## config.mk

```make
export PLATFORM = sky130hd
export DESIGN_NAME = tcw_ctrl
export DESIGN_NICKNAME = d
export VERILOG_FILES = /design/src/rtl/tcw_pkg.sv /design/src/rtl/tcw_ctrl.sv
export SDC_FILE = /design/constraint.sdc
export NUM_CORES = 1
export LEC_CHECK = 0
export BUFFER_PORTS_ARGS = -buffer_cell sky130_fd_sc_hd__buf_2
export CELL_PAD_IN_SITES_DETAIL_PLACEMENT = 1
export CELL_PAD_IN_SITES_GLOBAL_PLACEMENT = 1
export CORE_AREA = 10 10 47 49
export CTS_BUF_LIST = sky130_fd_sc_hd__clkbuf_8
export CTS_CLUSTER_SIZE = 28
export DETAILED_ROUTE_END_ITERATION = 6
export DIE_AREA = 0 0 57 59
export PLACE_DENSITY = 0.63
export RECOVER_POWER = 25
export SLEW_MARGIN = 25
export SYNTH_ARGS = -nofsm -noshare
export SYNTH_HDL_FRONTEND = slang
export SYNTH_SLANG_ARGS = --single-unit
```

## constraint.sdc

```tcl
create_clock -name clock -period 1.2 [get_ports clock]
set_clock_uncertainty 0.1 [all_clocks]
set_input_delay 0.24 -clock clock [delete_from_list [all_inputs] [get_ports clock]]
set_output_delay 0.24 -clock clock [all_outputs]
set_load 0.1 [all_outputs]
```

## src/rtl/tcw_pkg.sv

```systemverilog
// Shared constants, request codes and controller/datapath interface types
// for the text console writer. No dependencies.
package tcw_pkg;

   localparam int COLS      = 80;
   localparam int ROWS      = 25;
   localparam int NCELLS    = COLS * ROWS;
   localparam int RESET_ROW = (5 < ROWS) ? 5 : ROWS - 1;

   localparam int IDX_W  = $clog2(NCELLS);
   localparam int CNT_W  = $clog2(NCELLS + 1);
   localparam int COL_W  = 7;
   localparam int ROW_W  = 5;
   localparam int CELL_W = 16;
   localparam int CLR_W  = 4;

   localparam int IN_DATA_W  = 24;
   localparam int IN_USER_W  = 2;
   localparam int OUT_DATA_W = 40;
   localparam int CSR_AW     = 3;
   localparam int CSR_DW     = 32;

   localparam logic [CELL_W-1:0] BLANK_CELL = 16'h0720;
   localparam logic [7:0] CH_CR    = 8'd13;
   localparam logic [7:0] CH_LF    = 8'd10;
   localparam logic [7:0] CH_BS    = 8'd8;
   localparam logic [7:0] CH_SPACE = 8'h20;

   localparam logic [1:0] REQ_PUT   = 2'd0;
   localparam logic [1:0] REQ_CLEAR = 2'd1;
   localparam logic [1:0] REQ_SET   = 2'd2;
   localparam logic [1:0] REQ_READ  = 2'd3;

   localparam logic REG_FG = 1'b0;
   localparam logic REG_BG = 1'b1;
   localparam logic [CLR_W-1:0] FG_RESET = 4'd7;
   localparam logic [CLR_W-1:0] BG_RESET = 4'd0;

   typedef struct packed {
      logic latch_req;
      logic exec;
      logic cnt_clear;
      logic fill_blank;
      logic scroll_step;
      logic out_load;
   } tcw_cmd_type;

   typedef struct packed {
      logic [1:0] kind;
      logic       scroll_needed;
      logic       fill_done;
      logic       scroll_done;
      logic       out_busy;
   } tcw_status_type;

endpackage

```

## src/rtl/tcw_ctrl.sv

```systemverilog
// Controller state machine for the text console writer: sequences init
// clear, request execution, screen sweeps and result hand-off. Uses tcw_pkg.
module tcw_ctrl (
   input  logic                   clock,
   input  logic                   reset,
   input  logic                   req_tvalid,
   output logic                   req_tready,
   output tcw_pkg::tcw_cmd_type    cmd,
   input  tcw_pkg::tcw_status_type status
);

   localparam logic [2:0] ST_INIT   = 3'd0;
   localparam logic [2:0] ST_IDLE   = 3'd1;
   localparam logic [2:0] ST_EXEC   = 3'd2;
   localparam logic [2:0] ST_CLEAR  = 3'd3;
   localparam logic [2:0] ST_SCROLL = 3'd4;
   localparam logic [2:0] ST_DONE   = 3'd5;

   logic [2:0] state_ff;
   logic [2:0] state_in;

   always_comb begin
      state_in   = state_ff;
      cmd        = '0;
      req_tready = 1'b0;
      case (state_ff)
         ST_INIT: begin
            cmd.fill_blank = 1'b1;
            if (status.fill_done) begin
               cmd.cnt_clear = 1'b1;
               state_in      = ST_IDLE;
            end
         end
         ST_IDLE: begin
            req_tready = 1'b1;
            if (req_tvalid) begin
               cmd.latch_req = 1'b1;
               cmd.cnt_clear = 1'b1;
               state_in      = ST_EXEC;
            end
         end
         ST_EXEC: begin
            cmd.exec = 1'b1;
            if (status.kind == tcw_pkg::REQ_CLEAR) begin
               state_in = ST_CLEAR;
            end else if (status.scroll_needed) begin
               state_in = ST_SCROLL;
            end else begin
               state_in = ST_DONE;
            end
         end
         ST_CLEAR: begin
            cmd.fill_blank = 1'b1;
            if (status.fill_done) begin
               state_in = ST_DONE;
            end
         end
         ST_SCROLL: begin
            cmd.scroll_step = 1'b1;
            if (status.scroll_done) begin
               state_in = ST_DONE;
            end
         end
         ST_DONE: begin
            // wait for the output slot to free up
            if (!status.out_busy) begin
               cmd.out_load = 1'b1;
               state_in     = ST_IDLE;
            end
         end
         default: begin
            state_in = ST_IDLE;
         end
      endcase
   end

   always_ff @(posedge clock) begin
      if (reset) begin
         state_ff <= ST_INIT;
      end else begin
         state_ff <= state_in;
      end
   end

endmodule

```

== Word level (Yosys, flattened, before mapping) ==
Cells that the tools add are included.

* Reductions and logical operators: 3
* Muxes and demuxes: 18
* Equality and inequality tests: 11

{| class="wikitable"
|+ Operators with widths
! kind !! count
|-
| $mux 3 || 6
|-
| $pmux 3 s6 || 1
|-
| $mux 1 || 10
|-
| $ne 2x2->1 const B || 5
|-
| $eq 3x2->1 const B || 2
|-
| $eq 3x3->1 const B || 2
|-
| $reduce_and 5->1 || 1
|-
| $eq 3x1->1 const B || 1
|-
| $logic_not 3->1 || 1
|-
| $eq 2x1->1 const B || 1
|-
| $pmux 1 s2 || 1
|-
| $reduce_or 2->1 || 1
|}

* Output and inout port bits: 7
* Bits in registers: 3

== Logic depth before layout (Yosys ltp) ==
* Depth in word-level cells: 3
* Depth in mapped cells: 4
* Depth with buffers taken out: 3

== Least setup slack after synthesis ==
Ideal clock, no wire load.

* Path type: reg-to-output
* Start: reg state_ff[0]
* End: out cmd[3] in the netlist's numbering
* Stages on the path, launching flop included: 4
* Required time: 0.860 ns
* Arrival: 2.086 ns
* Path slack: -1.226 ns
* Path through: dfxtp_1 -> buf_4 -> nand2b_1 -> a21boi_1

{| class="wikitable"
|+ RTL lines
! element !! line !! text
|-
| from (decl) || tcw_ctrl.sv:19 || <nowiki>logic [2:0] state_ff;</nowiki>
|-
| from (signal assigned) || tcw_ctrl.sv:81 || <nowiki>state_ff <= state_in;</nowiki>
|-
| to (decl) || tcw_ctrl.sv:8 || <nowiki>output tcw_pkg::tcw_cmd_type cmd,</nowiki>
|}

==> flow_summary.json <==
{
  "status": "complete, but fails checks",
  "violations": "negative setup slack",
  "clkTransAtPathRegs_ns": 0.03,
  "initial_core_util": 0.184,
  "leakagePower_nw": 0.276,
  "min_period_over_period": 1.22,
  "ant_nets": 0,
  "grt_antenna_before_repair": 0,
  "wl_um": 954,
  "gp_congestion": 0.752,
  "htreeDepth": 1,
  "largest_reg_flops": 3,
  "die_h_um": 59,
  "syn_area_um2": 258,
  "cts_root_buffer": "clkbuf_8",
  "power.density_nw_per_um2": 1290,
  "p_sw_mw": 0.337,
  "core_area_um2": 1400,
  "final_net_count": 67,
  "grt_overflow": 0,
  "max_freq_mhz": 681,
  "switching_share": 0.399,
  "cts_tree": "yes",
  "worst_slack_ns": -0.269,
  "insertion_delay_ns": 0.22,
  "p_int_mw": 0.507,
  "synth_area_leader_cell": "dfxtp_1",
  "synth_fp_nets": 41,
  "avgSynthCellArea_um2": 8.05,
  "cts_buffers": 3,
  "area_delta_synth_final_pct": 153,
  "synthCells": 32,
  "drc": 0,
  "ctsHoldBuffers": 0,
  "async_reset_ff_frac": 0,
  "seq_power_share": 0.155,
  "cp.arrival_ns": 1.13,
  "critPathRequiredTime_ns": 0.86,
  "final_max_slew_viol_count": 0,
  "place_inst": 68,
  "synth-edff-count": 0,
  "period_needed_ns": 1.47,
  "slew-limit-headroom": 0.844,
  "row_count": 14,
  "fillers": 174,
  "top_regs": "state_ff (3)",
  "p_comb_frac": 0.509,
  "finish.utilization": 0.466,
  "layout-drive-gt1-share": 0.772,
  "yosysSeqAreaShare": 0.233,
  "io_pins": 16,
  "routed_via_density": 4.49,
  "synthTopCellsByCount": "nand2b_1 (6), nor2_1 (4), dfxtp_1 (3)",
  "ys_ff_latch": 3,
  "hp-class": "in2reg",
  "cts_sinks": 3,
  "ys_warn_count": 0,
  "wl_per_cell_um": 13.1,
  "tightest_slew_ns": 0.234,
  "fp.dieW_um": 57,
  "num_vias": 328,
  "finalNonFillerCells": 73,
  "top_register": "state_ff",
  "grt_max_degree": 11,
  "clockBufferDepth": 2,
  "antenna_cells": 0,
  "portBuffers": 15,
  "end_kind": "output pin",
  "dp_hpwl_um": 809,
  "die_area_um2": 3360,
  "synth_cell_types": 20,
  "synth_flop_cell": "dfxtp_1",
  "crit_type": "reg2out",
  "grt_pass1_vias": 384,
  "peakVddDrop_mv": 0.628,
  "drt-initial-drc-count": 2,
  "grt_pass1_wl_mm": 1.66,
  "yosys.area.top_type_share": 0.233,
  "grtUsageTotal": 0.0616,
  "synth.area.top_cells": "dfxtp_1 (23%), nand2b_1 (15%), buf_4 (5.8%)",
  "maxCapViolCount": 0,
  "rsz0062_at_grt": "yes",
  "setup_viol_count_final": 8,
  "path_max_fanout": 5,
  "cp-start-kind": "flop",
  "pwr-share-clk": 0.337,
  "synth_most_common_cell": "nand2b_1",
  "dr.pass1.iters": 4,
  "hold_viol": 0
}
[final timing paths]
check / from / endpoint / slack [ns] / depth (start not counted)
max: state_ff[2] / cmd[4] / -0.27 / 3
min reg2reg: state_ff[1] / state_ff[2] / 0.47 / 2
max reg2reg: state_ff[0] / state_ff[1] / -0.01 / 3
min: reset / state_ff[1] / 0.11 / 2
[kinds of logic (layout without fill, tap and decap cells)]
group,Yosys count,count (layout),share of synthesized area
AOI/OAI and AO/OA,7,7,0.223
buffers and inverters,3,28,0.0728
DFF,3,3,0.233
and+or+nand+nor,18,18,0.437
xor gates and xnor gates,1,1,0.0340
[final cells by class]
| cell class | count | area (µm²) | area share |
|---|---|---|---|
| repair buffers | 23 | 260 | 0.398 |
| clock inverters | 1 | 3.75 | 0.00575 |
| flip-flops and latches | 3 | 68.8 | 0.105 |
| well taps | 16 | 20.0 | 0.0307 |
| clock buffers | 3 | 41.3 | 0.0632 |
| multi-input cells | 26 | 255 | 0.391 |
| inverters | 1 | 3.75 | 0.00575 |
[cell usage in the layout (no fill, tap or decap), types with 2 or more instances in the layout]
| master | count |
|---|---|
| buf_2 | 8 |
| buf_12 | 8 |
| buf_4 | 5 |
| nor2_4 | 4 |
| nand2b_1 | 4 |
| nand2b_4 | 3 |
| clkbuf_8 | 3 |
| inv_1 | 2 |
| buf_6 | 2 |
| dfxtp_4 | 2 |
[metrics by stage]
| stage | hold WS (ns) | cell area (µm²) | total power, mW | setup TNS (ns) | setup WS, ns |
|---|---|---|---|---|---|
| floorplan | 0.202 | 305 | 0.377 | -3.03 | -0.661 |
| detailed placement | 0.338 | 548 | 0.532 | -0.736 | -0.160 |
| CTS | 0.103 | 631 | 0.852 | -1.79 | -0.276 |
| global route | 0.121 | 653 | 0.880 | -1.98 | -0.299 |
| global placement | 0.340 | 548 | 0.526 | -0.453 | -0.0991 |
| finish | 0.106 | 653 | 0.845 | -1.63 | -0.269 |
[worst max-delay path, stage by stage, from the launching register on]
cell	delay, ns
dfxtp_2	0.34
buf_12	0.14
nor3b_4	0.23
buf_12	0.21
[power groups by stage]
stage | registers (mW) | logic [mW] | clock network [mW]
2_1_floorplan | 0.120 | 0.257 | 0
3_3_place_gp | 0.129 | 0.397 | 0
3_5_place_dp | 0.130 | 0.401 | 0
4_1_cts | 0.130 | 0.426 | 0.296
5_1_grt | 0.133 | 0.450 | 0.296
6_report | 0.131 | 0.429 | 0.284
[metal layers]
layer / share of wire / track usage / wire (µm)
met5: 0 / 0 / 0
met4: 0.019 / 0.0503 / 18
met3: 0.049 / 0.0193 / 47
met2: 0.55 / 0.109 / 520
met1: 0.39 / 0.0577 / 368
[what timing repair did]
action                                  4_1_cts  5_1_grt
gates cloned                                  0        0
pin swaps                                     1        2
endpoints found under the setup margin        9       10
resized for setup                             7        6
setup buffers                                 1        0
Note: power is estimated with default switching activity, not from simulation.
